File: src/rtl/first_fit_block_allocator_macros.svh
// Assertion helpers for the allocator datapath RTL
`ifndef FIRST_FIT_BLOCK_ALLOCATOR_MACROS_SVH
`define FIRST_FIT_BLOCK_ALLOCATOR_MACROS_SVH

// same-cycle implication, checked outside reset
`define FFBA_ASSERT_IMPL(label, ante, cons, msg) \
    label: assert property (@(posedge clk) disable iff (!rst_n) (ante) |-> (cons)) \
        else $error(msg);

// next-cycle implication, checked outside reset
`define FFBA_ASSERT_NEXT(label, ante, cons, msg) \
    label: assert property (@(posedge clk) disable iff (!rst_n) (ante) |=> (cons)) \
        else $error(msg);

`endif

File: src/rtl/ffba_pkg.sv
// ----------------------------------------------------------------------------
// ffba_pkg
// Shared types, constants and controller command codes for the allocator.
// ----------------------------------------------------------------------------
`default_nettype none

package ffba_pkg;

    localparam int ARENA_BYTES  = 65536;
    localparam int MAX_BLOCKS   = 64;
    localparam int HEADER_BYTES = 40;
    localparam int BLK_AW       = $clog2(MAX_BLOCKS);
    localparam int CNT_W        = BLK_AW + 1;
    localparam int SZ_W         = 16;
    localparam int TOP_W        = 17;
    localparam int LIM_MAX      = (ARENA_BYTES < 65536) ? ARENA_BYTES : 65536;

    localparam logic [1:0] ST_OK      = 2'd0;
    localparam logic [1:0] ST_ZERO    = 2'd1;
    localparam logic [1:0] ST_NOSPACE = 2'd2;
    localparam logic [1:0] ST_BADFREE = 2'd3;

    localparam logic REQ_ALLOC = 1'b0;
    localparam logic REQ_FREE  = 1'b1;

    typedef struct packed {
        logic [SZ_W-1:0] start;
        logic [SZ_W-1:0] size;
        logic            fr;
    } blk_t;

    localparam int BLK_W = $bits(blk_t);

    typedef enum logic [3:0] {
        OP_NONE,
        OP_LOAD,
        OP_RD,
        OP_ADV,
        OP_HIT,
        OP_TAKE,
        OP_SPLIT_INIT,
        OP_RD_DN,
        OP_MV_UP,
        OP_SPLIT_WR0,
        OP_SPLIT_WR1,
        OP_APPEND,
        OP_RD_NXT,
        OP_LAT_NXT,
        OP_CLR_NXT,
        OP_MERGE
    } op_t;

    typedef enum logic [1:0] {
        XOP_NONE,
        XOP_RD_FWD,
        XOP_MV_DN,
        XOP_RM_END
    } xop_t;

    typedef struct packed {
        op_t        op;
        xop_t       xop;
        logic       finish;
        logic [1:0] fin_status;
    } dp_cmd_t;

    typedef struct packed {
        logic req_free;
        logic req_zero;
        logic addr_null;
        logic scan_end;
        logic hit;
        logic split_ok;
        logic room;
        logic cur_free;
        logic has_next;
        logic ins_done;
        logic merge_none;
        logic rm_done;
    } dp_stat_t;

    typedef enum logic [3:0] {
        S_IDLE,
        S_DISP,
        S_SCAN_RD,
        S_SCAN_CHK,
        S_A_HIT,
        S_A_SH_RD,
        S_A_SH_WR,
        S_A_SPLIT,
        S_A_APP,
        S_F_HIT,
        S_F_NXT,
        S_F_MERGE,
        S_F_RM_RD,
        S_F_RM_WR
    } st_t;

endpackage

`default_nettype wire

File: src/rtl/first_fit_block_allocator.sv
// ----------------------------------------------------------------------------
// first_fit_block_allocator
// First-fit allocator over an address-ordered block table, with split and
// coalesce, plus an APB register for the heap limit.
// ----------------------------------------------------------------------------
// A request is taken when start is high and busy low; its one result word
// appears on payload_addr/status for a single cycle with done high and must be
// captured then, as the receiver cannot stall it. A request scans the table one
// entry at a time (one RAM read, then one compare); when a split or merge shifts
// the table through the single RAM write port, each entry moved takes a read
// and then a write, and setup and result steps come before and after. A
// zero-size or null request passes only through the start, dispatch and result
// steps. The longest requests are a full scan of a full table ending in an
// append check, or a free near the front that merges both ways and shifts the
// rest of the table down.
// No clearing pass is needed after reset; entries above the block count are
// never read.
// ----------------------------------------------------------------------------
`default_nettype none

module first_fit_block_allocator
    import ffba_pkg::*;
(
    input  wire logic            clk,
    input  wire logic            rst_n,
    input  wire logic            start,
    output logic                 busy,
    input  wire logic            req_type,
    input  wire logic [SZ_W-1:0] alloc_size,
    input  wire logic [SZ_W-1:0] block_addr,
    output logic                 done,
    output logic [SZ_W-1:0]      payload_addr,
    output logic [1:0]           status,
    input  wire logic            psel,
    input  wire logic            penable,
    input  wire logic            pwrite,
    input  wire logic [2:0]      paddr,
    input  wire logic [31:0]     pwdata,
    output logic [31:0]          prdata,
    output logic                 pready
);

    logic [TOP_W-1:0] heap_limit_reg;
    logic [TOP_W-1:0] heap_limit_next;
    logic             cfg_wr;
    dp_cmd_t          cmd;
    dp_stat_t         stat;

    assign pready = 1'b1;
    assign cfg_wr = psel && penable && pwrite && (paddr[2] == 1'b0);

    always_comb
    begin
        heap_limit_next = heap_limit_reg;
        if (cfg_wr)
        begin
            heap_limit_next = pwdata[TOP_W-1:0];
        end
    end

    always_ff @(posedge clk or negedge rst_n)
    begin
        if (!rst_n)
        begin
            heap_limit_reg <= TOP_W'(65536);
        end
        else
        begin
            heap_limit_reg <= heap_limit_next;
        end
    end

    assign prdata = (paddr[2] == 1'b0) ? {{(32-TOP_W){1'b0}}, heap_limit_reg} : 32'd0;

    ffba_ctrl u_ctrl (
        .clk   (clk),
        .rst_n (rst_n),
        .start (start),
        .stat  (stat),
        .cmd   (cmd),
        .busy  (busy)
    );

    ffba_dp u_dp (
        .clk          (clk),
        .rst_n        (rst_n),
        .cmd          (cmd),
        .in_type      (req_type),
        .in_size      (alloc_size),
        .in_addr      (block_addr),
        .limit        (heap_limit_reg),
        .stat         (stat),
        .done         (done),
        .payload_addr (payload_addr),
        .status       (status)
    );

endmodule

`default_nettype wire

File: src/rtl/ffba_ram.sv
// ----------------------------------------------------------------------------
// ffba_ram
// Simple dual-port RAM: one write port, one read port with registered data.
// ----------------------------------------------------------------------------
`default_nettype none

module ffba_ram #(
    parameter int WIDTH = 33,
    parameter int DEPTH = 64
) (
    input  wire logic                     clk,
    input  wire logic                     we,
    input  wire logic [$clog2(DEPTH)-1:0] waddr,
    input  wire logic [WIDTH-1:0]         wdata,
    input  wire logic [$clog2(DEPTH)-1:0] raddr,
    output logic      [WIDTH-1:0]         rdata
);

    logic [WIDTH-1:0] mem [DEPTH];

    always_ff @(posedge clk)
    begin
        if (we)
        begin
            mem[waddr] <= wdata;
        end
        rdata <= mem[raddr];
    end

endmodule

`default_nettype wire

File: src/rtl/ffba_ctrl.sv
// ----------------------------------------------------------------------------
// ffba_ctrl
// Request sequencer: scan, split, append, merge and table shifting steps.
// ----------------------------------------------------------------------------
`default_nettype none

module ffba_ctrl
    import ffba_pkg::*;
(
    input  wire logic     clk,
    input  wire logic     rst_n,
    input  wire logic     start,
    input  wire dp_stat_t stat,
    output dp_cmd_t       cmd,
    output logic          busy
);

    st_t state_reg;
    st_t state_next;

    always_ff @(posedge clk or negedge rst_n)
    begin
        if (!rst_n)
        begin
            state_reg <= S_IDLE;
        end
        else
        begin
            state_reg <= state_next;
        end
    end

    always_comb
    begin
        state_next = state_reg;
        unique case (state_reg)
            S_IDLE:
            begin
                if (start)
                begin
                    state_next = S_DISP;
                end
            end
            S_DISP:
            begin
                if ((!stat.req_free && stat.req_zero) || (stat.req_free && stat.addr_null))
                begin
                    state_next = S_IDLE;
                end
                else
                begin
                    state_next = S_SCAN_RD;
                end
            end
            S_SCAN_RD:
            begin
                if (!stat.scan_end)
                begin
                    state_next = S_SCAN_CHK;
                end
                else if (stat.req_free)
                begin
                    state_next = S_IDLE;
                end
                else
                begin
                    state_next = S_A_APP;
                end
            end
            S_SCAN_CHK:
            begin
                if (!stat.hit)
                begin
                    state_next = S_SCAN_RD;
                end
                else if (stat.req_free)
                begin
                    state_next = S_F_HIT;
                end
                else
                begin
                    state_next = S_A_HIT;
                end
            end
            S_A_HIT:   state_next = stat.split_ok ? S_A_SH_RD : S_IDLE;
            S_A_SH_RD: state_next = stat.ins_done ? S_A_SPLIT : S_A_SH_WR;
            S_A_SH_WR: state_next = S_A_SH_RD;
            S_A_SPLIT: state_next = S_IDLE;
            S_A_APP:   state_next = S_IDLE;
            S_F_HIT:
            begin
                if (stat.cur_free)
                begin
                    state_next = S_IDLE;
                end
                else if (stat.has_next)
                begin
                    state_next = S_F_NXT;
                end
                else
                begin
                    state_next = S_F_MERGE;
                end
            end
            S_F_NXT:   state_next = S_F_MERGE;
            S_F_MERGE: state_next = stat.merge_none ? S_IDLE : S_F_RM_RD;
            S_F_RM_RD: state_next = stat.rm_done ? S_IDLE : S_F_RM_WR;
            S_F_RM_WR: state_next = S_F_RM_RD;
            default:   state_next = S_IDLE;
        endcase
    end

    always_comb
    begin
        cmd            = '0;
        cmd.op         = OP_NONE;
        cmd.xop        = XOP_NONE;
        cmd.fin_status = ST_OK;
        unique case (state_reg)
            S_IDLE:
            begin
                if (start)
                begin
                    cmd.op = OP_LOAD;
                end
            end
            S_DISP:
            begin
                if (!stat.req_free && stat.req_zero)
                begin
                    cmd.finish     = 1'b1;
                    cmd.fin_status = ST_ZERO;
                end
                else if (stat.req_free && stat.addr_null)
                begin
                    cmd.finish = 1'b1;
                end
            end
            S_SCAN_RD:
            begin
                if (!stat.scan_end)
                begin
                    cmd.op = OP_RD;
                end
                else if (stat.req_free)
                begin
                    cmd.finish     = 1'b1;
                    cmd.fin_status = ST_BADFREE;
                end
            end
            S_SCAN_CHK: cmd.op = stat.hit ? OP_HIT : OP_ADV;
            S_A_HIT:
            begin
                if (stat.split_ok)
                begin
                    cmd.op = OP_SPLIT_INIT;
                end
                else
                begin
                    cmd.op     = OP_TAKE;
                    cmd.finish = 1'b1;
                end
            end
            S_A_SH_RD: cmd.op = stat.ins_done ? OP_SPLIT_WR0 : OP_RD_DN;
            S_A_SH_WR: cmd.op = OP_MV_UP;
            S_A_SPLIT:
            begin
                cmd.op     = OP_SPLIT_WR1;
                cmd.finish = 1'b1;
            end
            S_A_APP:
            begin
                cmd.finish = 1'b1;
                if (stat.room)
                begin
                    cmd.op = OP_APPEND;
                end
                else
                begin
                    cmd.fin_status = ST_NOSPACE;
                end
            end
            S_F_HIT:
            begin
                if (stat.cur_free)
                begin
                    cmd.finish     = 1'b1;
                    cmd.fin_status = ST_BADFREE;
                end
                else
                begin
                    cmd.op = stat.has_next ? OP_RD_NXT : OP_CLR_NXT;
                end
            end
            S_F_NXT:   cmd.op = OP_LAT_NXT;
            S_F_MERGE:
            begin
                cmd.op     = OP_MERGE;
                cmd.finish = stat.merge_none;
            end
            S_F_RM_RD:
            begin
                if (stat.rm_done)
                begin
                    cmd.xop    = XOP_RM_END;
                    cmd.finish = 1'b1;
                end
                else
                begin
                    cmd.xop = XOP_RD_FWD;
                end
            end
            S_F_RM_WR: cmd.xop = XOP_MV_DN;
            default:   cmd.op  = OP_NONE;
        endcase
    end

    assign busy = (state_reg != S_IDLE);

endmodule

`default_nettype wire

File: src/rtl/ffba_dp.sv
// ----------------------------------------------------------------------------
// ffba_dp
// Allocator datapath: block table RAM, request registers, counters, results.
// ----------------------------------------------------------------------------
`default_nettype none

`include "first_fit_block_allocator_macros.svh"

module ffba_dp
    import ffba_pkg::*;
(
    input  wire logic             clk,
    input  wire logic             rst_n,
    input  wire dp_cmd_t          cmd,
    input  wire logic             in_type,
    input  wire logic [SZ_W-1:0]  in_size,
    input  wire logic [SZ_W-1:0]  in_addr,
    input  wire logic [TOP_W-1:0] limit,
    output dp_stat_t              stat,
    output logic                  done,
    output logic [SZ_W-1:0]       payload_addr,
    output logic [1:0]            status
);

    localparam logic [TOP_W-1:0] HDR17 = TOP_W'(HEADER_BYTES);
    localparam logic [TOP_W-1:0] LIM17 = TOP_W'(LIM_MAX);

    logic              req_type_reg;
    logic [SZ_W-1:0]   size_reg;
    logic [SZ_W-1:0]   addr_reg;
    logic [CNT_W-1:0]  idx_reg;
    logic [CNT_W-1:0]  idx_next;
    logic [BLK_AW-1:0] base_reg;
    logic [CNT_W-1:0]  count_reg;
    logic [CNT_W-1:0]  count_next;
    logic [TOP_W-1:0]  heap_top_reg;
    logic [TOP_W-1:0]  heap_top_next;
    blk_t              cur_reg;
    blk_t              prev_reg;
    blk_t              nxt_reg;
    logic [1:0]        d_reg;
    logic              done_reg;
    logic [1:0]        status_reg;
    logic [SZ_W-1:0]   payload_addr_reg;

    logic              we;
    logic [BLK_AW-1:0] waddr;
    blk_t              wdata;
    logic [BLK_AW-1:0] raddr;
    logic [BLK_W-1:0]  rdata_raw;
    blk_t              rdata;

    logic [CNT_W-1:0]  base_ext;
    logic [CNT_W-1:0]  base_p1;
    logic [TOP_W-1:0]  req_hdr;
    logic [TOP_W-1:0]  lim_now;
    logic [TOP_W:0]    top_end;
    logic              pf;
    logic              nf;
    logic [TOP_W-1:0]  merged_size;
    logic [TOP_W-1:0]  cur_end;
    logic [SZ_W-1:0]   rest;
    logic [TOP_W-1:0]  res_addr;

    ffba_ram #(
        .WIDTH (BLK_W),
        .DEPTH (MAX_BLOCKS)
    ) u_table (
        .clk   (clk),
        .we    (we),
        .waddr (waddr),
        .wdata (wdata),
        .raddr (raddr),
        .rdata (rdata_raw)
    );

    assign rdata    = blk_t'(rdata_raw);
    assign base_ext = {1'b0, base_reg};
    assign base_p1  = base_ext + CNT_W'(1);
    assign req_hdr  = {1'b0, size_reg} + HDR17;
    assign lim_now  = (limit > LIM17) ? LIM17 : limit;
    assign top_end  = {1'b0, heap_top_reg} + {1'b0, req_hdr};
    assign pf       = (base_reg != '0) && prev_reg.fr;
    assign nf       = nxt_reg.fr;
    assign cur_end  = {1'b0, cur_reg.start} + req_hdr;
    assign rest     = SZ_W'({1'b0, cur_reg.size} - req_hdr);

    always_comb
    begin
        merged_size = {1'b0, cur_reg.size};
        if (pf)
        begin
            merged_size = merged_size + {1'b0, prev_reg.size} + HDR17;
        end
        if (nf)
        begin
            merged_size = merged_size + {1'b0, nxt_reg.size} + HDR17;
        end
    end

    // status towards the sequencer
    always_comb
    begin
        stat.req_free   = req_type_reg;
        stat.req_zero   = (size_reg == '0);
        stat.addr_null  = (addr_reg == '0);
        stat.scan_end   = (idx_reg >= count_reg);
        if (req_type_reg == REQ_FREE)
        begin
            stat.hit = (({1'b0, rdata.start} + HDR17) == {1'b0, addr_reg});
        end
        else
        begin
            stat.hit = rdata.fr && (rdata.size >= size_reg);
        end
        stat.split_ok   = ({1'b0, cur_reg.size} > req_hdr) &&
                          (count_reg < CNT_W'(MAX_BLOCKS));
        stat.room       = (count_reg < CNT_W'(MAX_BLOCKS)) &&
                          (top_end <= {1'b0, lim_now});
        stat.cur_free   = cur_reg.fr;
        stat.has_next   = (base_p1 < count_reg);
        stat.ins_done   = (idx_reg == base_p1);
        stat.merge_none = !pf && !nf;
        stat.rm_done    = ({1'b0, idx_reg} + {{(CNT_W-1){1'b0}}, d_reg}) >= {1'b0, count_reg};
    end

    // table port selection
    always_comb
    begin
        we    = 1'b0;
        waddr = base_reg;
        wdata = cur_reg;
        raddr = idx_reg[BLK_AW-1:0];
        unique case (cmd.op)
            OP_RD_DN:  raddr = BLK_AW'(idx_reg - CNT_W'(1));
            OP_RD_NXT: raddr = base_p1[BLK_AW-1:0];
            OP_TAKE:
            begin
                we       = 1'b1;
                wdata.fr = 1'b0;
            end
            OP_MV_UP:
            begin
                we    = 1'b1;
                waddr = idx_reg[BLK_AW-1:0];
                wdata = rdata;
            end
            OP_SPLIT_WR0:
            begin
                we          = 1'b1;
                waddr       = base_p1[BLK_AW-1:0];
                wdata.start = cur_end[SZ_W-1:0];
                wdata.size  = rest;
                wdata.fr    = 1'b1;
            end
            OP_SPLIT_WR1:
            begin
                we         = 1'b1;
                wdata.size = size_reg;
                wdata.fr   = 1'b0;
            end
            OP_APPEND:
            begin
                we          = 1'b1;
                waddr       = count_reg[BLK_AW-1:0];
                wdata.start = heap_top_reg[SZ_W-1:0];
                wdata.size  = size_reg;
                wdata.fr    = 1'b0;
            end
            OP_MERGE:
            begin
                we          = 1'b1;
                waddr       = pf ? BLK_AW'(base_reg - BLK_AW'(1)) : base_reg;
                wdata.start = pf ? prev_reg.start : cur_reg.start;
                wdata.size  = merged_size[SZ_W-1:0];
                wdata.fr    = 1'b1;
            end
            default:   we = 1'b0;
        endcase
        unique case (cmd.xop)
            XOP_RD_FWD: raddr = BLK_AW'(idx_reg + {{(CNT_W-2){1'b0}}, d_reg});
            XOP_MV_DN:
            begin
                we    = 1'b1;
                waddr = idx_reg[BLK_AW-1:0];
                wdata = rdata;
            end
            default:    raddr = raddr;
        endcase
    end

    always_comb
    begin
        res_addr = '0;
        unique case (cmd.op)
            OP_TAKE, OP_SPLIT_WR1: res_addr = {1'b0, cur_reg.start} + HDR17;
            OP_APPEND:             res_addr = heap_top_reg + HDR17;
            default:               res_addr = '0;
        endcase
    end

    always_comb
    begin
        idx_next      = idx_reg;
        count_next    = count_reg;
        heap_top_next = heap_top_reg;
        unique case (cmd.op)
            OP_LOAD:       idx_next = '0;
            OP_ADV:        idx_next = idx_reg + CNT_W'(1);
            OP_SPLIT_INIT: idx_next = count_reg;
            OP_MV_UP:      idx_next = idx_reg - CNT_W'(1);
            OP_SPLIT_WR1:  count_next = count_reg + CNT_W'(1);
            OP_APPEND:
            begin
                count_next    = count_reg + CNT_W'(1);
                heap_top_next = top_end[TOP_W-1:0];
            end
            OP_MERGE:      idx_next = pf ? base_ext : base_p1;
            default:       idx_next = idx_reg;
        endcase
        unique case (cmd.xop)
            XOP_MV_DN:  idx_next = idx_reg + CNT_W'(1);
            XOP_RM_END: count_next = count_reg - {{(CNT_W-2){1'b0}}, d_reg};
            default:    idx_next = idx_next;
        endcase
    end

    always_ff @(posedge clk or negedge rst_n)
    begin
        if (!rst_n)
        begin
            count_reg    <= '0;
            heap_top_reg <= '0;
            done_reg     <= 1'b0;
        end
        else
        begin
            count_reg    <= count_next;
            heap_top_reg <= heap_top_next;
            done_reg     <= cmd.finish;
        end
    end

    always_ff @(posedge clk)
    begin
        idx_reg <= idx_next;
        if (cmd.op == OP_LOAD)
        begin
            req_type_reg <= in_type;
            size_reg     <= in_size;
            addr_reg     <= in_addr;
        end
        if (cmd.op == OP_ADV)
        begin
            prev_reg <= rdata;
        end
        if (cmd.op == OP_HIT)
        begin
            cur_reg  <= rdata;
            base_reg <= idx_reg[BLK_AW-1:0];
        end
        if (cmd.op == OP_LAT_NXT)
        begin
            nxt_reg <= rdata;
        end
        if (cmd.op == OP_CLR_NXT)
        begin
            nxt_reg.fr <= 1'b0;
        end
        if (cmd.op == OP_MERGE)
        begin
            d_reg <= {1'b0, pf} + {1'b0, nf};
        end
        if (cmd.finish)
        begin
            status_reg       <= cmd.fin_status;
            payload_addr_reg <= res_addr[SZ_W-1:0];
        end
    end

    assign done         = done_reg;
    assign payload_addr = payload_addr_reg;
    assign status       = status_reg;

    `FFBA_ASSERT_IMPL(a_count_bound, 1'b1, count_reg <= CNT_W'(MAX_BLOCKS), "block count overflow")
    `FFBA_ASSERT_NEXT(a_top_grows, 1'b1, heap_top_reg >= $past(heap_top_reg), "heap top shrank")
    `FFBA_ASSERT_IMPL(a_free_no_addr, done_reg && (req_type_reg == REQ_FREE), payload_addr_reg == '0, "free returned address")

endmodule

`default_nettype wire
File: config.mk
export PLATFORM = sky130hd
export DESIGN_NAME = first_fit_block_allocator
export DESIGN_NICKNAME = d
export VERILOG_FILES = /design/src/rtl/ffba_pkg.sv /design/src/rtl/first_fit_block_allocator.sv /design/src/rtl/ffba_ram.sv /design/src/rtl/ffba_ctrl.sv /design/src/rtl/ffba_dp.sv
export VERILOG_INCLUDE_DIRS = /design/src /design/src/rtl
export SDC_FILE = /design/constraint.sdc
export NUM_CORES = 2
export LEC_CHECK = 0
export ABC_CLOCK_PERIOD_IN_PS = 9800
export BUFFER_PORTS_ARGS = -buffer_cell sky130_fd_sc_hd__buf_4
export CAP_MARGIN = 20
export CORE_MARGIN = 5
export CORE_UTILIZATION = 35
export CTS_CLUSTER_DIAMETER = 80
export DETAILED_ROUTE_END_ITERATION = 8
export PLACE_DENSITY = 0.52
export SETUP_SLACK_MARGIN = 0.5
export SLEW_MARGIN = 20
export SYNTH_ARGS = -nofsm -noshare
export SYNTH_HDL_FRONTEND = slang
export SYNTH_SLANG_ARGS = --single-unit
File: constraint.sdc
create_clock -name clk -period 9.8 [get_ports clk]
set_input_delay 1.96 -clock clk [delete_from_list [all_inputs] [get_ports clk]]
set_output_delay 1.96 -clock clk [all_outputs]
set_load 0.01 [all_outputs]
==> metrics.txt <==
status=completed; post-synthesis simple-gate area fraction=between 10% and 20%; Mapped Area=about 100000 µm²; # setup viols final=0; Post-Route Utilization=between 40% and 50%; asr flop ratio synth=approximately 2.0%; Via density=around 5.6; synth top area cells=edfxtp_1, nand2_1, nand3_1, ha_1, mux2i_1; Setup CP Type=register to register; Synth Area in Compound Gates=under 10%; dominant synthesized flop cell=edfxtp_1; CP Max Fanout=16; most common cell after layout, fill and taps aside=edfxtp_1; clock-pin slew on the worst setup and hold paths=approximately 60 ps; CTS buffer count=249; Root Driver=clkbuf_16; CP endpoint kind=register; row count=slightly below 200; vias in the first global route=approximately 64000; largest family of logic cells by synthesized area=simple AND/OR/NAND/NOR gates; Tightest Hold Check Type=register to register; Detail Placement HPWL=between 200 and 250 mm; Peak VDD IR=around 0.2 mV; share of cells above drive strength 1=~15%; Seq. cell area=between 60000 and 70000 µm²; Die ar.=296300 µm²; Final Skew=104.0 ps; largest net degree at the start of global routing=125; Peak Freq=around 0.11 GHz; H-tree depth=4; IO Count=around 130; Port Buf Inserts=93; DR DRC count=0; Die X=544.3 µm; GRT Total Usage=roughly 22%; RSZ-0062 raised after global routing=yes; global route overflow=0; Die Y=approximately 540 µm; Slowest-stage cell, CP=nor4_1; Final GP Congestion=roughly 0.87; #FFs+latches synth=about 2300; XOR/XNOR Fraction of Synth Area=under 10%; most frequent cells in the layout=edfxtp_1, nand2_1, nand3_1; max_slew headroom=about a quarter; TritonRoute pass-1 iters=6; 1st-iter DRT viols=roughly 8000; mux share of post-synthesis cell area=roughly 3%; max-cap viol count=0; Gate Count Post-Synth=~7600; Slew Limit Fails=0; Max clock buf depth=4; CP most frequent cell=a21oi_1; Setup TNS Final=0 ps; vias post-DR=67390; Place WS=460.4 ps; Final ANT Viol Nets=0; period utilization=92.53%; Initial Util=between 30% and 40%; CTS sink cnt=2340; initial antenna violation count=19; nets@finish=~8400; crit-path max cell delay=approximately 740 ps; Worst EP required=between 10000 and 15000 ps; fillers=between 20000 and 30000; multi-input combinational cell area=roughly 29000 µm²; Period minus WS final=slightly above 9000 ps; clock tree from TritonCTS=built; leakage=about 42 nW; average cell area after synthesis=around 13 µm²; Area Growth Syn to Fin=18.38%; number of flip-flops in the largest register=between 2000 and 2500; CP Launch Type=register; worst skew pair latency=about 930 ps; Final Hold Vio Count=0; post-synth top area cell=edfxtp_1; Slew @ Worst Pin=1088 ps; Netlist cell types=~100; post-synth top area share=67.92%; final setup margin=731.9 ps; power density cells=~320 nW/µm²; DR WL/cell=28.22 µm; fraction of the mapped netlist area in adder cells=about 2.4%; Post-synth EDFFs=around 2300; Yosys warnings=0; first-pass GRT wire length=480.4 mm; final WL=between 300 and 400 mm; arrival time at the worst endpoint=a little under 10000 ps; sequential-to-total area share from yosys stat=69.76%; core box area=around 280000 µm²
## cells by family (layout without fill, tap and decap cells)
kind of cell / Yosys count / after routing
AOI/OAI and AO/OA: 1037 / 1037
xor gates and xnor gates: 139 / 139
adders and majority gates: 190 / 190
buffers and inverters: 577 / 1236
DFF: 2340 / 2340
muxes: 244 / 244
other: 2 / 20
and+or+nand+nor: 3105 / 3105
## cells in the mapped netlist (all sizes together), types with 38 or more instances
cell type and instances:
nand4 43, o21ai 171, a21oi 228, o22ai 38, a211oi 39, and3 136, nand2 1845, inv 123
mux2 42, dfrtp 45, a221oi 47, clkbuf 102, mux4 47, a31oi 126, nor2 166, xnor2 98
a311oi 60, mux2i 155, xor2 38, nand3 713, buf 350, edfxtp 2260, ha 183
## cell type report
type | count | area share, %
clock buffers | 308 | 5.514
multi-input cells | 4731 | 24.10
diodes | 4 | 0.008463
repair buffers | 665 | 6.050
clock inverters | 138 | 1.025
well taps | 3762 | 3.980
inverters | 125 | 0.3967
flip-flops and latches | 2340 | 58.93
## layer usage
| layer | routed length (µm) | GRT usage (%) | vias up |
|---|---|---|---|
| met5 | 29 | 0 | - |
| met4 | 12240 | 7.081 | 4 |
| met3 | 26990 | 3.532 | 508 |
| met2 | 155500 | 35.36 | 2796 |
| met1 | 146000 | 31.59 | 34630 |
| li1 | - | - | 29460 |
## critical path: cells and delay by family, from the launching register on
| kind | cells | cell delay [ps] |
|---|---|---|
| flops | 1 | 440 |
| buf+inv | 3 | 640 |
| fa+ha+maj | 3 | 990 |
| simple gates | 7 | 2780 |
| compound gates | 21 | 3990 |
## metrics by stage
stage	total power, mW	hold slack (ps)	instance area [µm²]	std cells
floorplan	21.13	420.2	99970	7648
global placement	28.37	502.0	109800	11550
detailed placement	28.51	507.1	109800	11560
CTS	37.62	518.9	117500	12000
global route	39.19	532.0	118300	12070
finish	37.63	518.5	118300	12070
## report_power, final
part	leakage [nW]	internal, mW	switching (mW)
combinational	16.6	4.98	10.5
sequential	21.2	12.5	0.589
clock	3.77	5.21	3.90
total	41.6	22.7	15.0
## final timing paths
path	start	endpoint	slack, ps	depth (start not counted)
worst max-delay path	u_dp.heap_top_reg[0]	u_dp.u_table.rdata[17]	730	34
worst min register to register	u_dp.heap_top_reg[16]	u_dp.heap_top_reg[16]	520	1
worst max register to register	u_dp.heap_top_reg[0]	u_dp.u_table.rdata[17]	730	34
max in group asynchronous	rst_n	u_dp.heap_top_reg[15]	8190	1
worst min-delay path	u_dp.heap_top_reg[16]	u_dp.heap_top_reg[16]	520	1
min in group asynchronous	rst_n	heap_limit_reg[15]	1170	1
## repair_timing
| action | CTS | global route |
|---|---|---|
| pin swaps | 0 | 19 |
| setup buffers | 0 | 67 |
| endpoints found under the setup margin | 1 | 424 |
| hold buffers | 0 | 0 |
| resized for setup | 1 | 12 |
Note: power is estimated with default switching activity, not from simulation.
